File: config.mk
export PLATFORM = sky130hd
export DESIGN_NAME = metronome_subdivision_scheduler
export DESIGN_NICKNAME = d
export VERILOG_FILES = /design/src/rtl/core/mss_pkg.sv /design/src/rtl/core/mss_mul_round.sv /design/src/rtl/core/mss_classify.sv /design/src/rtl/core/metronome_subdivision_scheduler.sv
export SDC_FILE = /design/constraint.sdc
export NUM_CORES = 2
export LEC_CHECK = 0
export BUFFER_PORTS_ARGS = -buffer_cell sky130_fd_sc_hd__clkbuf_2
export CELL_PAD_IN_SITES_DETAIL_PLACEMENT = 1
export CELL_PAD_IN_SITES_GLOBAL_PLACEMENT = 1
export CORE_MARGIN = 3
export CORE_UTILIZATION = 30
export DETAILED_ROUTE_END_ITERATION = 8
export PLACE_DENSITY_LB_ADDON = 0.1
export SLEW_MARGIN = 20
export SYNTH_ARGS = -nofsm -noshare
export SYNTH_HDL_FRONTEND = slang
export SYNTH_HIERARCHICAL = 1
export SYNTH_SLANG_ARGS = --single-unit
File: constraint.sdc
create_clock -name clk_i -period 7.3 [get_ports clk_i]
set_input_delay 0.73 -clock clk_i [delete_from_list [all_inputs] [get_ports clk_i]]
set_output_delay 0.73 -clock clk_i [all_outputs]
set_load 0.01 [all_outputs]
File: src/rtl/core/mss_pkg.sv
// ----------------------------------------------------------------------------
// Metronome subdivision scheduler package
// Shared widths, register map, click codes and the classifier result type.
// ----------------------------------------------------------------------------
package mss_pkg;

  // Beat grid.
  localparam int unsigned SUBS_PER_BEAT         = 60;
  localparam int unsigned MAX_BEATS_PER_MEASURE = 32;
  localparam int unsigned MAX_COUNT_IN_BEATS    = 16;
  localparam int unsigned DEFAULT_BEATS         = 4;

  // Field widths.
  localparam int unsigned SPACING_W  = 30;
  localparam int unsigned BEATS_W    = 6;
  localparam int unsigned NOTE_W     = 6;
  localparam int unsigned MASK_W     = 32;
  localparam int unsigned CI_LEN_W   = 5;
  localparam int unsigned DELAY_W    = 16;
  localparam int unsigned SAMPLE_W   = 32;
  localparam int unsigned SUB_W      = 6;
  localparam int unsigned SP_W       = 11;
  localparam int unsigned CIS_W      = 10;
  localparam int unsigned KIND_W     = 3;
  localparam int unsigned ACCENT_W   = 2;
  localparam int unsigned BEAT_NUM_W = 5;

  // Multiply-and-round unit: Q14.16 spacing times an integer subtick count.
  localparam int unsigned FRAC_W     = 16;
  localparam int unsigned MUL_A_W    = SP_W;
  localparam int unsigned MUL_P_W    = MUL_A_W + SPACING_W;
  localparam int unsigned MUL_RES_W  = MUL_P_W + 1 - FRAC_W;

  // Configuration port.
  localparam int unsigned APB_DATA_W = 32;
  localparam int unsigned APB_ADDR_W = 5;
  localparam int unsigned REG_IDX_W  = 3;

  localparam logic [REG_IDX_W-1:0] REG_SPACING    = 3'd0;
  localparam logic [REG_IDX_W-1:0] REG_CI_SPACING = 3'd1;
  localparam logic [REG_IDX_W-1:0] REG_BEATS      = 3'd2;
  localparam logic [REG_IDX_W-1:0] REG_NOTE       = 3'd3;
  localparam logic [REG_IDX_W-1:0] REG_GROUP_MASK = 3'd4;
  localparam logic [REG_IDX_W-1:0] REG_CI_LENGTH  = 3'd5;
  localparam logic [REG_IDX_W-1:0] REG_START_DLY  = 3'd6;

  // Register reset values.
  localparam logic [SPACING_W-1:0] RST_SPACING    = 30'd26214400;
  localparam logic [SPACING_W-1:0] RST_CI_SPACING = 30'd26214400;
  localparam logic [BEATS_W-1:0]   RST_BEATS      = 6'd4;
  localparam logic [NOTE_W-1:0]    RST_NOTE       = 6'd4;
  localparam logic [MASK_W-1:0]    RST_GROUP_MASK = 32'd0;
  localparam logic [CI_LEN_W-1:0]  RST_CI_LENGTH  = 5'd0;
  localparam logic [DELAY_W-1:0]   RST_START_DLY  = 16'd12000;
  // With a zero-length count-in the anchor is just the start delay.
  localparam logic [SAMPLE_W-1:0]  RST_ANCHOR     = SAMPLE_W'(RST_START_DLY);

  // Click kinds.
  localparam logic [KIND_W-1:0] KIND_NONE      = 3'd0;
  localparam logic [KIND_W-1:0] KIND_BEAT      = 3'd1;
  localparam logic [KIND_W-1:0] KIND_EIGHTH    = 3'd2;
  localparam logic [KIND_W-1:0] KIND_SIXTEENTH = 3'd3;
  localparam logic [KIND_W-1:0] KIND_TRIPLET   = 3'd4;
  localparam logic [KIND_W-1:0] KIND_QUINT     = 3'd5;

  // Accent levels.
  localparam logic [ACCENT_W-1:0] ACC_NONE = 2'd0;
  localparam logic [ACCENT_W-1:0] ACC_FULL = 2'd1;
  localparam logic [ACCENT_W-1:0] ACC_HALF = 2'd2;

  typedef struct packed {
    logic [KIND_W-1:0]   kind;
    logic [ACCENT_W-1:0] accent;
  } click_t;

endpackage

File: src/rtl/core/mss_mul_round.sv
// ----------------------------------------------------------------------------
// Shared multiply-and-round unit
// Multiplies a subtick count by a Q14.16 spacing and rounds half up to whole
// samples. The result is registered.
// ----------------------------------------------------------------------------
module mss_mul_round import mss_pkg::*; (
  input  logic                 clk_i,
  input  logic [MUL_A_W-1:0]   op_a_i,
  input  logic [SPACING_W-1:0] op_b_i,
  output logic [MUL_RES_W-1:0] res_o
);

  logic [MUL_P_W-1:0]   prod;
  logic [MUL_P_W:0]     rounded;
  logic [MUL_RES_W-1:0] res_q;

  assign prod    = MUL_P_W'(op_a_i) * MUL_P_W'(op_b_i);
  assign rounded = {1'b0, prod} + ((MUL_P_W + 1)'(1) << (FRAC_W - 1));

  always_ff @(posedge clk_i) begin
    res_q <= rounded[FRAC_W +: MUL_RES_W];
  end

  assign res_o = res_q;

endmodule

File: src/rtl/core/mss_classify.sv
// ----------------------------------------------------------------------------
// Click classifier
// Decides the click kind and accent of a measure subtick from its place in
// the beat, the beat index, the note value and the group mask.
// ----------------------------------------------------------------------------
module mss_classify import mss_pkg::*; (
  input  logic [SUB_W-1:0]   sub_i,
  input  logic [BEATS_W-1:0] beat_i,
  input  logic [NOTE_W-1:0]  note_i,
  input  logic [MASK_W-1:0]  mask_i,
  output click_t             click_o
);

  // Enough multiples to cover the shortest valid step (3 subticks).
  localparam int unsigned MULT_N = 20;
  localparam int unsigned NV60_W = NOTE_W + SUB_W;
  localparam int unsigned PROD_W = 11;

  logic [NOTE_W-1:0] nv;
  logic [NV60_W-1:0] nv60;
  logic [NV60_W-4:0] eighth;
  logic [NV60_W-5:0] sixteenth;
  logic              eighth_ok;
  logic              sixteenth_ok;
  logic              eighth_hit;
  logic              sixteenth_hit;

  assign nv        = (note_i == '0) ? NOTE_W'(DEFAULT_BEATS) : note_i;
  assign nv60      = NV60_W'(nv) * NV60_W'(SUBS_PER_BEAT);
  assign eighth    = nv60[NV60_W-1:3];
  assign sixteenth = nv60[NV60_W-1:4];

  assign eighth_ok    = (eighth != '0) && (eighth < (NV60_W-3)'(SUBS_PER_BEAT));
  assign sixteenth_ok = (sixteenth != '0) &&
                        (sixteenth < (NV60_W-4)'(SUBS_PER_BEAT));

  // The subtick is a multiple of the step when some small multiple of the
  // step equals it; the multiples are checked side by side.
  always_comb begin
    eighth_hit    = 1'b0;
    sixteenth_hit = 1'b0;
    for (int q = 1; q <= MULT_N; q++) begin
      if (PROD_W'(eighth[SUB_W-1:0]) * PROD_W'(q) == PROD_W'(sub_i)) begin
        eighth_hit = 1'b1;
      end
      if (PROD_W'(sixteenth[SUB_W-1:0]) * PROD_W'(q) == PROD_W'(sub_i)) begin
        sixteenth_hit = 1'b1;
      end
    end
  end

  always_comb begin
    click_o.kind   = KIND_NONE;
    click_o.accent = ACC_NONE;
    if (sub_i == '0) begin
      click_o.kind = KIND_BEAT;
      if (beat_i == '0) begin
        click_o.accent = ACC_FULL;
      end else if (beat_i < BEATS_W'(MASK_W) && mask_i[beat_i[4:0]]) begin
        click_o.accent = ACC_HALF;
      end
    end else if (eighth_ok && eighth_hit) begin
      click_o.kind = KIND_EIGHTH;
    end else if (sixteenth_ok && sixteenth_hit) begin
      click_o.kind = KIND_SIXTEENTH;
    end else if (sub_i == 6'd20 || sub_i == 6'd40) begin
      click_o.kind = KIND_TRIPLET;
    end else if (sub_i == 6'd12 || sub_i == 6'd24 || sub_i == 6'd36 || sub_i == 6'd48) begin
      click_o.kind = KIND_QUINT;
    end
  end

endmodule

File: src/rtl/core/metronome_subdivision_scheduler.sv
// ----------------------------------------------------------------------------
// Metronome subdivision scheduler
// Walks a count-in and a repeating measure on a grid of 60 subticks per beat
// and reports, for each audio sample, which click starts at that sample.
// ----------------------------------------------------------------------------
// One input item stands for one audio sample; its restart bit starts the walk
// over with that item as sample zero. Every item yields exactly one result
// item giving the click kind, accent, beat number and a count-in flag. Items
// are worked on one at a time by a small sequencer that runs all position
// arithmetic through one shared multiply-and-round unit with a registered
// output: once for the count-in position, once for the measure length and
// once for the measure position, plus once more for the count-in length on a
// restart. The input side is ready only while the sequencer is idle. A
// finished result sits in an output register, so the next item is accepted
// and worked on while the previous result waits to be taken; the sequencer
// holds only if a result is finished before the previous one has left.
// Configuration registers are written through the APB port at byte address
// 4*index and read back the same way. Spacing, beat count, note value and
// group mask take effect on the next sample; start delay and count-in length
// act on the count-in clicks from the next sample but fix the start of the
// first measure only at the next restart.
// ----------------------------------------------------------------------------
module metronome_subdivision_scheduler import mss_pkg::*; (
  input  logic                  clk_i,
  input  logic                  rst_ni,
  // Input items.
  input  logic                  s_axis_tvalid_i,
  output logic                  s_axis_tready_o,
  input  logic [7:0]            s_axis_tdata_i,   // [0] restart, [7:1] zero
  // Result items.
  output logic                  m_axis_tvalid_o,
  input  logic                  m_axis_tready_i,
  output logic [15:0]           m_axis_tdata_o,   // [2:0] click_kind,
                                                  // [4:3] accent_level,
                                                  // [9:5] beat_number,
                                                  // [15:10] zero
  output logic                  m_axis_tuser_o,   // [0] in_count_in
  // Configuration port.
  input  logic                  psel,
  input  logic                  penable,
  input  logic                  pwrite,
  input  logic [APB_ADDR_W-1:0] paddr,
  input  logic [APB_DATA_W-1:0] pwdata,
  output logic [APB_DATA_W-1:0] prdata,
  output logic                  pready
);

  // Sequencer states.
  localparam int unsigned ST_W = 4;
  localparam logic [ST_W-1:0] ST_IDLE      = 4'd0;
  localparam logic [ST_W-1:0] ST_RST_MUL   = 4'd1;
  localparam logic [ST_W-1:0] ST_RST_ADD   = 4'd2;
  localparam logic [ST_W-1:0] ST_CI_MUL    = 4'd3;
  localparam logic [ST_W-1:0] ST_CI_EVAL   = 4'd4;
  localparam logic [ST_W-1:0] ST_SPAN_MUL  = 4'd5;
  localparam logic [ST_W-1:0] ST_SPAN_EVAL = 4'd6;
  localparam logic [ST_W-1:0] ST_POS_MUL   = 4'd7;
  localparam logic [ST_W-1:0] ST_POS_EVAL  = 4'd8;
  localparam logic [ST_W-1:0] ST_DONE      = 4'd9;

  logic [ST_W-1:0] state_q, state_d;

  // Configuration registers.
  logic [SPACING_W-1:0] spacing_q, ci_spacing_q;
  logic [BEATS_W-1:0]   beats_q;
  logic [NOTE_W-1:0]    note_q;
  logic [MASK_W-1:0]    mask_q;
  logic [CI_LEN_W-1:0]  ci_len_q;
  logic [DELAY_W-1:0]   delay_q;

  // Walk state. Both subtick counters are kept as a flat count and as
  // beat/subtick-in-beat pairs, all stepped together.
  logic [SAMPLE_W-1:0]   sample_q, sample_d;
  logic [SAMPLE_W-1:0]   anchor_q, anchor_d;
  logic [SP_W-1:0]       sp_q, sp_d;
  logic [SUB_W-1:0]      sp_sub_q, sp_sub_d;
  logic [BEATS_W-1:0]    sp_beat_q, sp_beat_d;
  logic [CIS_W-1:0]      cis_q, cis_d;
  logic [SUB_W-1:0]      cis_sub_q, cis_sub_d;
  logic [CI_LEN_W-1:0]   cis_beat_q, cis_beat_d;
  logic [MUL_RES_W-1:0]  span_q, span_d;

  // Result under construction.
  logic [KIND_W-1:0]     kind_q, kind_d;
  logic [ACCENT_W-1:0]   accent_q, accent_d;
  logic [BEAT_NUM_W-1:0] beat_q, beat_d;
  logic                  counting_q, counting_d;

  // Output register.
  logic                  out_valid_q, out_valid_d;
  logic [KIND_W-1:0]     out_kind_q;
  logic [ACCENT_W-1:0]   out_accent_q;
  logic [BEAT_NUM_W-1:0] out_beat_q;
  logic                  out_ci_q;
  logic                  out_load;
  logic                  out_free;

  // Shared unit operands and result.
  logic [MUL_A_W-1:0]    mul_a;
  logic [SPACING_W-1:0]  mul_b;
  logic [MUL_RES_W-1:0]  mul_r;

  // Derived values.
  logic [CI_LEN_W-1:0]   len_c;
  logic [CIS_W-1:0]      ci_total;
  logic [BEATS_W-1:0]    beats_c;
  logic [SP_W-1:0]       subs;
  logic [SAMPLE_W-1:0]   ci_pos, ci_diff;
  logic [SAMPLE_W-1:0]   m_pos, m_diff;
  logic                  in_accept;
  logic                  cfg_write;
  logic [REG_IDX_W-1:0]  reg_idx;
  click_t                cls;

  // --------------------------------------------------------------------------
  // Configuration port. Only the word index matters; byte lanes are ignored.
  // --------------------------------------------------------------------------
  assign pready    = 1'b1;
  assign reg_idx   = paddr[APB_ADDR_W-1:2];
  assign cfg_write = psel && penable && pwrite && pready;

  always_ff @(posedge clk_i or negedge rst_ni) begin
    if (!rst_ni) begin
      spacing_q    <= RST_SPACING;
      ci_spacing_q <= RST_CI_SPACING;
      beats_q      <= RST_BEATS;
      note_q       <= RST_NOTE;
      mask_q       <= RST_GROUP_MASK;
      ci_len_q     <= RST_CI_LENGTH;
      delay_q      <= RST_START_DLY;
    end else if (cfg_write) begin
      case (reg_idx)
        REG_SPACING:    spacing_q    <= pwdata[SPACING_W-1:0];
        REG_CI_SPACING: ci_spacing_q <= pwdata[SPACING_W-1:0];
        REG_BEATS:      beats_q      <= pwdata[BEATS_W-1:0];
        REG_NOTE:       note_q       <= pwdata[NOTE_W-1:0];
        REG_GROUP_MASK: mask_q       <= pwdata[MASK_W-1:0];
        REG_CI_LENGTH:  ci_len_q     <= pwdata[CI_LEN_W-1:0];
        REG_START_DLY:  delay_q      <= pwdata[DELAY_W-1:0];
        default: begin
        end
      endcase
    end
  end

  always_comb begin
    case (reg_idx)
      REG_SPACING:    prdata = APB_DATA_W'(spacing_q);
      REG_CI_SPACING: prdata = APB_DATA_W'(ci_spacing_q);
      REG_BEATS:      prdata = APB_DATA_W'(beats_q);
      REG_NOTE:       prdata = APB_DATA_W'(note_q);
      REG_GROUP_MASK: prdata = APB_DATA_W'(mask_q);
      REG_CI_LENGTH:  prdata = APB_DATA_W'(ci_len_q);
      REG_START_DLY:  prdata = APB_DATA_W'(delay_q);
      default:        prdata = '0;
    endcase
  end

  // --------------------------------------------------------------------------
  // Clamped counts. A zero beat count means four beats.
  // --------------------------------------------------------------------------
  assign len_c    = (ci_len_q > CI_LEN_W'(MAX_COUNT_IN_BEATS)) ?
                    CI_LEN_W'(MAX_COUNT_IN_BEATS) : ci_len_q;
  assign ci_total = CIS_W'(len_c) * CIS_W'(SUBS_PER_BEAT);

  always_comb begin
    if (beats_q == '0) begin
      beats_c = BEATS_W'(DEFAULT_BEATS);
    end else if (beats_q > BEATS_W'(MAX_BEATS_PER_MEASURE)) begin
      beats_c = BEATS_W'(MAX_BEATS_PER_MEASURE);
    end else begin
      beats_c = beats_q;
    end
  end

  assign subs = SP_W'(beats_c) * SP_W'(SUBS_PER_BEAT);

  // --------------------------------------------------------------------------
  // Shared multiply-and-round unit. Operands are chosen by the state; the
  // rounded product is ready in the following state.
  // --------------------------------------------------------------------------
  always_comb begin
    case (state_q)
      ST_RST_MUL: begin
        mul_a = MUL_A_W'(ci_total);
        mul_b = ci_spacing_q;
      end
      ST_CI_MUL: begin
        mul_a = MUL_A_W'(cis_q);
        mul_b = ci_spacing_q;
      end
      ST_SPAN_MUL: begin
        mul_a = subs;
        mul_b = spacing_q;
      end
      ST_POS_MUL: begin
        mul_a = sp_q;
        mul_b = spacing_q;
      end
      default: begin
        mul_a = '0;
        mul_b = '0;
      end
    endcase
  end

  mss_mul_round u_mul (
    .clk_i  (clk_i),
    .op_a_i (mul_a),
    .op_b_i (mul_b),
    .res_o  (mul_r)
  );

  mss_classify u_cls (
    .sub_i   (sp_sub_q),
    .beat_i  (sp_beat_q),
    .note_i  (note_q),
    .mask_i  (mask_q),
    .click_o (cls)
  );

  // Event positions. A position is due when the sample counter is less than
  // half the counter range past it, which is the sign of the difference.
  assign ci_pos  = SAMPLE_W'(delay_q) + SAMPLE_W'(mul_r);
  assign ci_diff = sample_q - ci_pos;
  assign m_pos   = anchor_q + SAMPLE_W'(mul_r);
  assign m_diff  = sample_q - m_pos;

  // --------------------------------------------------------------------------
  // Sequencer.
  // --------------------------------------------------------------------------
  assign s_axis_tready_o = (state_q == ST_IDLE);
  assign in_accept       = s_axis_tvalid_i && s_axis_tready_o;
  assign out_free        = !out_valid_q || m_axis_tready_i;
  assign out_load        = (state_q == ST_DONE) && out_free;

  always_comb begin
    state_d    = state_q;
    sample_d   = sample_q;
    anchor_d   = anchor_q;
    sp_d       = sp_q;
    sp_sub_d   = sp_sub_q;
    sp_beat_d  = sp_beat_q;
    cis_d      = cis_q;
    cis_sub_d  = cis_sub_q;
    cis_beat_d = cis_beat_q;
    span_d     = span_q;
    kind_d     = kind_q;
    accent_d   = accent_q;
    beat_d     = beat_q;
    counting_d = counting_q;

    case (state_q)
      ST_IDLE: begin
        if (in_accept) begin
          if (s_axis_tdata_i[0]) begin
            sample_d   = '0;
            sp_d       = '0;
            sp_sub_d   = '0;
            sp_beat_d  = '0;
            cis_d      = '0;
            cis_sub_d  = '0;
            cis_beat_d = '0;
            state_d    = ST_RST_MUL;
          end else begin
            state_d = ST_CI_MUL;
          end
        end
      end

      ST_RST_MUL: begin
        state_d = ST_RST_ADD;
      end

      ST_RST_ADD: begin
        // The first measure starts after the delay and the whole count-in.
        anchor_d = SAMPLE_W'(delay_q) + SAMPLE_W'(mul_r);
        state_d  = ST_CI_MUL;
      end

      ST_CI_MUL: begin
        state_d = ST_CI_EVAL;
      end

      ST_CI_EVAL: begin
        kind_d     = KIND_NONE;
        accent_d   = ACC_NONE;
        beat_d     = '0;
        counting_d = (cis_beat_q < len_c);
        if ((cis_beat_q < len_c) && !ci_diff[SAMPLE_W-1]) begin
          if ((ci_diff == '0) && (cis_sub_q == '0)) begin
            kind_d = KIND_BEAT;
            beat_d = cis_beat_q;
          end
          cis_d = cis_q + CIS_W'(1);
          if (cis_sub_q == SUB_W'(SUBS_PER_BEAT - 1)) begin
            cis_sub_d  = '0;
            cis_beat_d = cis_beat_q + CI_LEN_W'(1);
          end else begin
            cis_sub_d = cis_sub_q + SUB_W'(1);
          end
        end
        state_d = ST_SPAN_MUL;
      end

      ST_SPAN_MUL: begin
        state_d = ST_SPAN_EVAL;
      end

      ST_SPAN_EVAL: begin
        // A shortened measure closes before its next subtick is looked at.
        span_d = mul_r;
        if (sp_beat_q >= beats_c) begin
          anchor_d  = anchor_q + SAMPLE_W'(mul_r);
          sp_d      = '0;
          sp_sub_d  = '0;
          sp_beat_d = '0;
        end
        state_d = ST_POS_MUL;
      end

      ST_POS_MUL: begin
        state_d = ST_POS_EVAL;
      end

      ST_POS_EVAL: begin
        if (!m_diff[SAMPLE_W-1]) begin
          // A count-in click on the same sample wins over the measure click.
          if ((m_diff == '0) && (kind_q == KIND_NONE)) begin
            kind_d   = cls.kind;
            accent_d = cls.accent;
            beat_d   = (cls.kind != KIND_NONE) ? sp_beat_q[BEAT_NUM_W-1:0] : '0;
          end
          if (sp_sub_q == SUB_W'(SUBS_PER_BEAT - 1)) begin
            if (sp_beat_q + BEATS_W'(1) >= beats_c) begin
              anchor_d  = anchor_q + SAMPLE_W'(span_q);
              sp_d      = '0;
              sp_sub_d  = '0;
              sp_beat_d = '0;
            end else begin
              sp_d      = sp_q + SP_W'(1);
              sp_sub_d  = '0;
              sp_beat_d = sp_beat_q + BEATS_W'(1);
            end
          end else begin
            sp_d     = sp_q + SP_W'(1);
            sp_sub_d = sp_sub_q + SUB_W'(1);
          end
        end
        sample_d = sample_q + SAMPLE_W'(1);
        state_d  = ST_DONE;
      end

      ST_DONE: begin
        if (out_free) begin
          state_d = ST_IDLE;
        end
      end

      default: begin
        state_d = ST_IDLE;
      end
    endcase
  end

  always_ff @(posedge clk_i or negedge rst_ni) begin
    if (!rst_ni) begin
      state_q    <= ST_IDLE;
      sample_q   <= '0;
      anchor_q   <= RST_ANCHOR;
      sp_q       <= '0;
      sp_sub_q   <= '0;
      sp_beat_q  <= '0;
      cis_q      <= '0;
      cis_sub_q  <= '0;
      cis_beat_q <= '0;
    end else begin
      state_q    <= state_d;
      sample_q   <= sample_d;
      anchor_q   <= anchor_d;
      sp_q       <= sp_d;
      sp_sub_q   <= sp_sub_d;
      sp_beat_q  <= sp_beat_d;
      cis_q      <= cis_d;
      cis_sub_q  <= cis_sub_d;
      cis_beat_q <= cis_beat_d;
    end
  end

  // Working result fields are rebuilt for every item.
  always_ff @(posedge clk_i) begin
    span_q     <= span_d;
    kind_q     <= kind_d;
    accent_q   <= accent_d;
    beat_q     <= beat_d;
    counting_q <= counting_d;
  end

  // --------------------------------------------------------------------------
  // Output register.
  // --------------------------------------------------------------------------
  always_comb begin
    out_valid_d = out_valid_q;
    if (out_load) begin
      out_valid_d = 1'b1;
    end else if (m_axis_tready_i) begin
      out_valid_d = 1'b0;
    end
  end

  always_ff @(posedge clk_i or negedge rst_ni) begin
    if (!rst_ni) begin
      out_valid_q <= 1'b0;
    end else begin
      out_valid_q <= out_valid_d;
    end
  end

  always_ff @(posedge clk_i) begin
    if (out_load) begin
      out_kind_q   <= kind_q;
      out_accent_q <= accent_q;
      out_beat_q   <= beat_q;
      out_ci_q     <= counting_q;
    end
  end

  assign m_axis_tvalid_o = out_valid_q;
  assign m_axis_tdata_o  = {6'd0, out_beat_q, out_accent_q, out_kind_q};
  assign m_axis_tuser_o  = out_ci_q;

  // --------------------------------------------------------------------------
  // Assertions.
  // --------------------------------------------------------------------------
`ifndef ASSERT_OFF
  // An accepted item always starts the arithmetic sequence.
  a_accept_starts: assert property (@(posedge clk_i) disable iff (!rst_ni)
    in_accept |=> (state_q == ST_CI_MUL || state_q == ST_RST_MUL))
    else $error("accepted item did not start the sequence");

  // The flat measure subtick always matches its beat and subtick pair.
  a_sp_consistent: assert property (@(posedge clk_i) disable iff (!rst_ni)
    (sp_sub_q < SUB_W'(SUBS_PER_BEAT)) &&
    (sp_q == SP_W'(sp_beat_q) * SP_W'(SUBS_PER_BEAT) + SP_W'(sp_sub_q)))
    else $error("measure subtick counters disagree");

  // The flat count-in subtick matches its pair and never runs past the cap.
  a_cis_consistent: assert property (@(posedge clk_i) disable iff (!rst_ni)
    (cis_sub_q < SUB_W'(SUBS_PER_BEAT)) &&
    (cis_beat_q <= CI_LEN_W'(MAX_COUNT_IN_BEATS)) &&
    (cis_q == CIS_W'(cis_beat_q) * CIS_W'(SUBS_PER_BEAT) + CIS_W'(cis_sub_q)))
    else $error("count-in subtick counters disagree");

  // A new result appears only when the sequencer finishes an item.
  a_result_from_done: assert property (@(posedge clk_i) disable iff (!rst_ni)
    (out_valid_q && m_axis_tready_i) || !out_valid_q |=>
      (!out_valid_q || $past(state_q == ST_DONE)))
    else $error("result appeared without a finished item");
`endif

endmodule
==> run metrics <==
Storage cell area 0.00795 sq mm; Clock Skew 0.0329 ns; Tot GR Track Use 0.207; Num CTS Buffers 43; Post-Route WL 148000 um; worst-path maximum fanout 21; relative slew slack 0.325; routed length per instance 21.6 um; Seq/Total Area, Yosys 0.194; initial drt markers 1553; R2R depth 34; share of the synthesized area in the top cell type 0.157; Setup TNS -15.12 ns; GRT overflow 0; fin crit period 8.16 ns; setup ws final -0.858 ns; Mapped Avg Cell Area 8.91 sq um; Max Transition Viols Final 0; GP Congestion 0.854; via count 35200; Area contributors post-synth fa_1 16%, dfrtp_1 13%, ha_1 12%; layout cell share with drive strength beyond 1 0.227; largest net degree at the start of global routing 77; flops & latches, synth 312; Min-Delay Path Class in -> async; Die Ht 375 um; Cell variety after synth 131; core box area 0.134 sq mm; Critical Path RT 7.82 ns; FILL cells 15700; RSZ-0062 raised after global routing true; area delta synth->final 21.1%; Num Clock Sinks 312; instance count of the mapped netlist 4594; Hold Buf Count CTS 0; Via density 5.15; number of flops mapped to enable cells by yosys 48; TritonCTS clock tree yes; Worst-Skew Late Latency 0.63 ns; CTS H-tree lvls 2; CTS Buffer Depth 3; IO Port Bufs 87; top post-synthesis cells by count 466 x inv_1, 438 x nand2_1, 389 x ha_1, 321 x fa_1, 252 x a21oi_1; count leader, synth inv_1; Crit Path Class reg -> reg; DIE AREA 0.141 sq mm; status complete, but fails checks; ANT nets after route 0; number of max-cap violations 0; Cell Rows 134; Worst setup SP type flip-flop; violated checks negative setup slack; ys flop type dfrtp_1; Largest stage delay, worst path 0.52 ns; Syn Std Cell Area 0.0409 sq mm; Starting Density 0.304; vias in the first global route 37700; Ys Warns 6; crit end category flip-flop; initial antenna violation count 3; drc violations 0; area leader, netlist fa_1; drt pass-1 iters 5; FFs w/ async S/R, synth 0.763; most frequent CP cell fa_1; Layout Nets 5798; root buffer cell clkbuf_16; first-pass GRT wire length 230000 um; area of the multi-input gates 0.0316 sq mm; arrival time at the worst endpoint 8.68 ns; die width 375 um; DP Wirelength 121000 um; I/O pin cnt 104; clk slew on worst S/H paths 0.06 ns; Fin. Hold Viols 0; Final setup viols 26; Tcrit/Tclk final 1.12; Tightest Pin Transition 1.01 ns; CP max stage cell fa_1; Max Clk Rate 123 MHz
==> per-layer routing <==
layer,wire length (um),vias up,share of wire,GRT usage
met3,3500,111,0.024,0.0191
met4,2190,4,0.015,0.0323
met5,28,-,0.00019,0
met2,69500,361,0.47,0.351
li1,-,16800,-,-
met1,72400,17900,0.49,0.292
==> what timing repair did <==
| action | 4_1_cts | 5_1_grt |
|---|---|---|
| setup buffers | 12 | 15 |
| pin swaps | 23 | 63 |
| setup endpoints to repair | 43 | 44 |
| resized for setup | 82 | 135 |
==> stage by stage <==
stage	util	std cells	setup slack [ns]	area [sq um]	hold slack (ns)
6_report	0.369	6840	-0.858	49600	0.0838
4_1_cts	0.362	6823	-0.929	48700	0.0597
5_1_grt	0.369	6839	-1.23	49600	0.0925
3_3_place_gp	0.347	6731	-0.956	46700	0.411
3_5_place_dp	0.347	6731	-1.04	46700	0.406
2_1_floorplan	-	4599	-0.377	41100	0.400
==> worst max-delay path, delay by kind of cell (launching register included) <==
kind	cells	cell delay [ns]
buffers and inverters	7	0.67
flip-flops	1	0.39
AND/OR/NAND/NOR	8	1.14
AO/OA/AOI/OAI	9	1.78
XOR/XNOR	1	0.08
adder cells (fa/ha/maj)	9	3.94
==> final timing paths <==
path | from | slack (ns) | to
hold / removal | rst_ni | 0.08 | sp_beat_q[1]$_DFFE_PN0P_
setup / recovery | beats_q[3]$_DFFE_PN0P_ | -0.86 | u_mul/res_o[25]$_DFF_P_
max in group asynchronous | rst_ni | 6.01 | anchor_q[22]$_DFFE_PN0P_
hold reg to reg | beat_q[0]$_DFFE_PP_ | 0.42 | out_beat_q[0]$_DFFE_PP_
min in group clk_i | pwdata[30] | 0.33 | mask_q[30]$_DFFE_PN0P_
setup reg to reg | beats_q[3]$_DFFE_PN0P_ | -0.86 | u_mul/res_o[25]$_DFF_P_
==> final cells by class <==
type	count	area share
Inverter	469	0.0356
Timing Repair Buffer	602	0.0913
Antenna cell	1	0.0000505
Multi-Input combinational cell	3608	0.638
Clock inverter	21	0.00583
Tap cell	1768	0.0446
Clock buffer	59	0.0242
Sequential cell	312	0.160
==> flip-flops by register name, summed over array words and instances, names as in the netlist, 6 cells and up <==
register / cells
cis_sub_q: 6
sample_q: 32
sp_q: 11
ci_spacing_q: 30
sp_sub_q: 6
note_q: 6
beats_q: 6
spacing_q: 30
mask_q: 32
u_mul/res_o: 26
delay_q: 16
sp_beat_q: 6
span_q: 26
cis_q: 10
anchor_q: 32
==> cell usage in the layout, fill, tap and decap left out, types with 24 or more instances in the layout <==
cell       count
nand4_1       48
nor2b_1       48
mux2_2       140
dfrtp_1      212
o21ai_0      182
a211oi_1      26
clkbuf_2      86
o21ai_1       27
ha_4          32
nand2b_1      43
a31oi_1       26
nand2_1      423
nor3_1        58
nor2_1       230
a21oi_2       30
dfxtp_1       25
nand3_1       90
a22o_1        40
o21a_1        26
a21o_1        86
buf_4        493
and3_1        46
mux2i_1       59
clkbuf_16     44
o22ai_1       34
inv_1        455
edfxtp_1      48
fa_1         314
a21oi_1      220
xor2_1       127
and2_1       166
or3_1         30
ha_1         355
xnor2_1      174
nor4_1        24
==> kinds of logic (layout without fill, tap and decap cells) <==
group / count (synthesis) / after routing / share of synthesized area
and+or+nand+nor: 1381 / 1381 / 0.171
AOI/OAI and AO/OA: 973 / 973 / 0.159
adders and majority gates: 713 / 713 / 0.277
buffers and inverters: 679 / 1151 / 0.0663
xor gates and xnor gates: 319 / 319 / 0.0714
DFF: 312 / 312 / 0.194
muxes: 215 / 215 / 0.0611
other: 2 / 8 / 0.000183
Power is left out: the tool's default activity adds up to more than one toggle a clock period on the data nets, which glitch-free logic cannot reach.
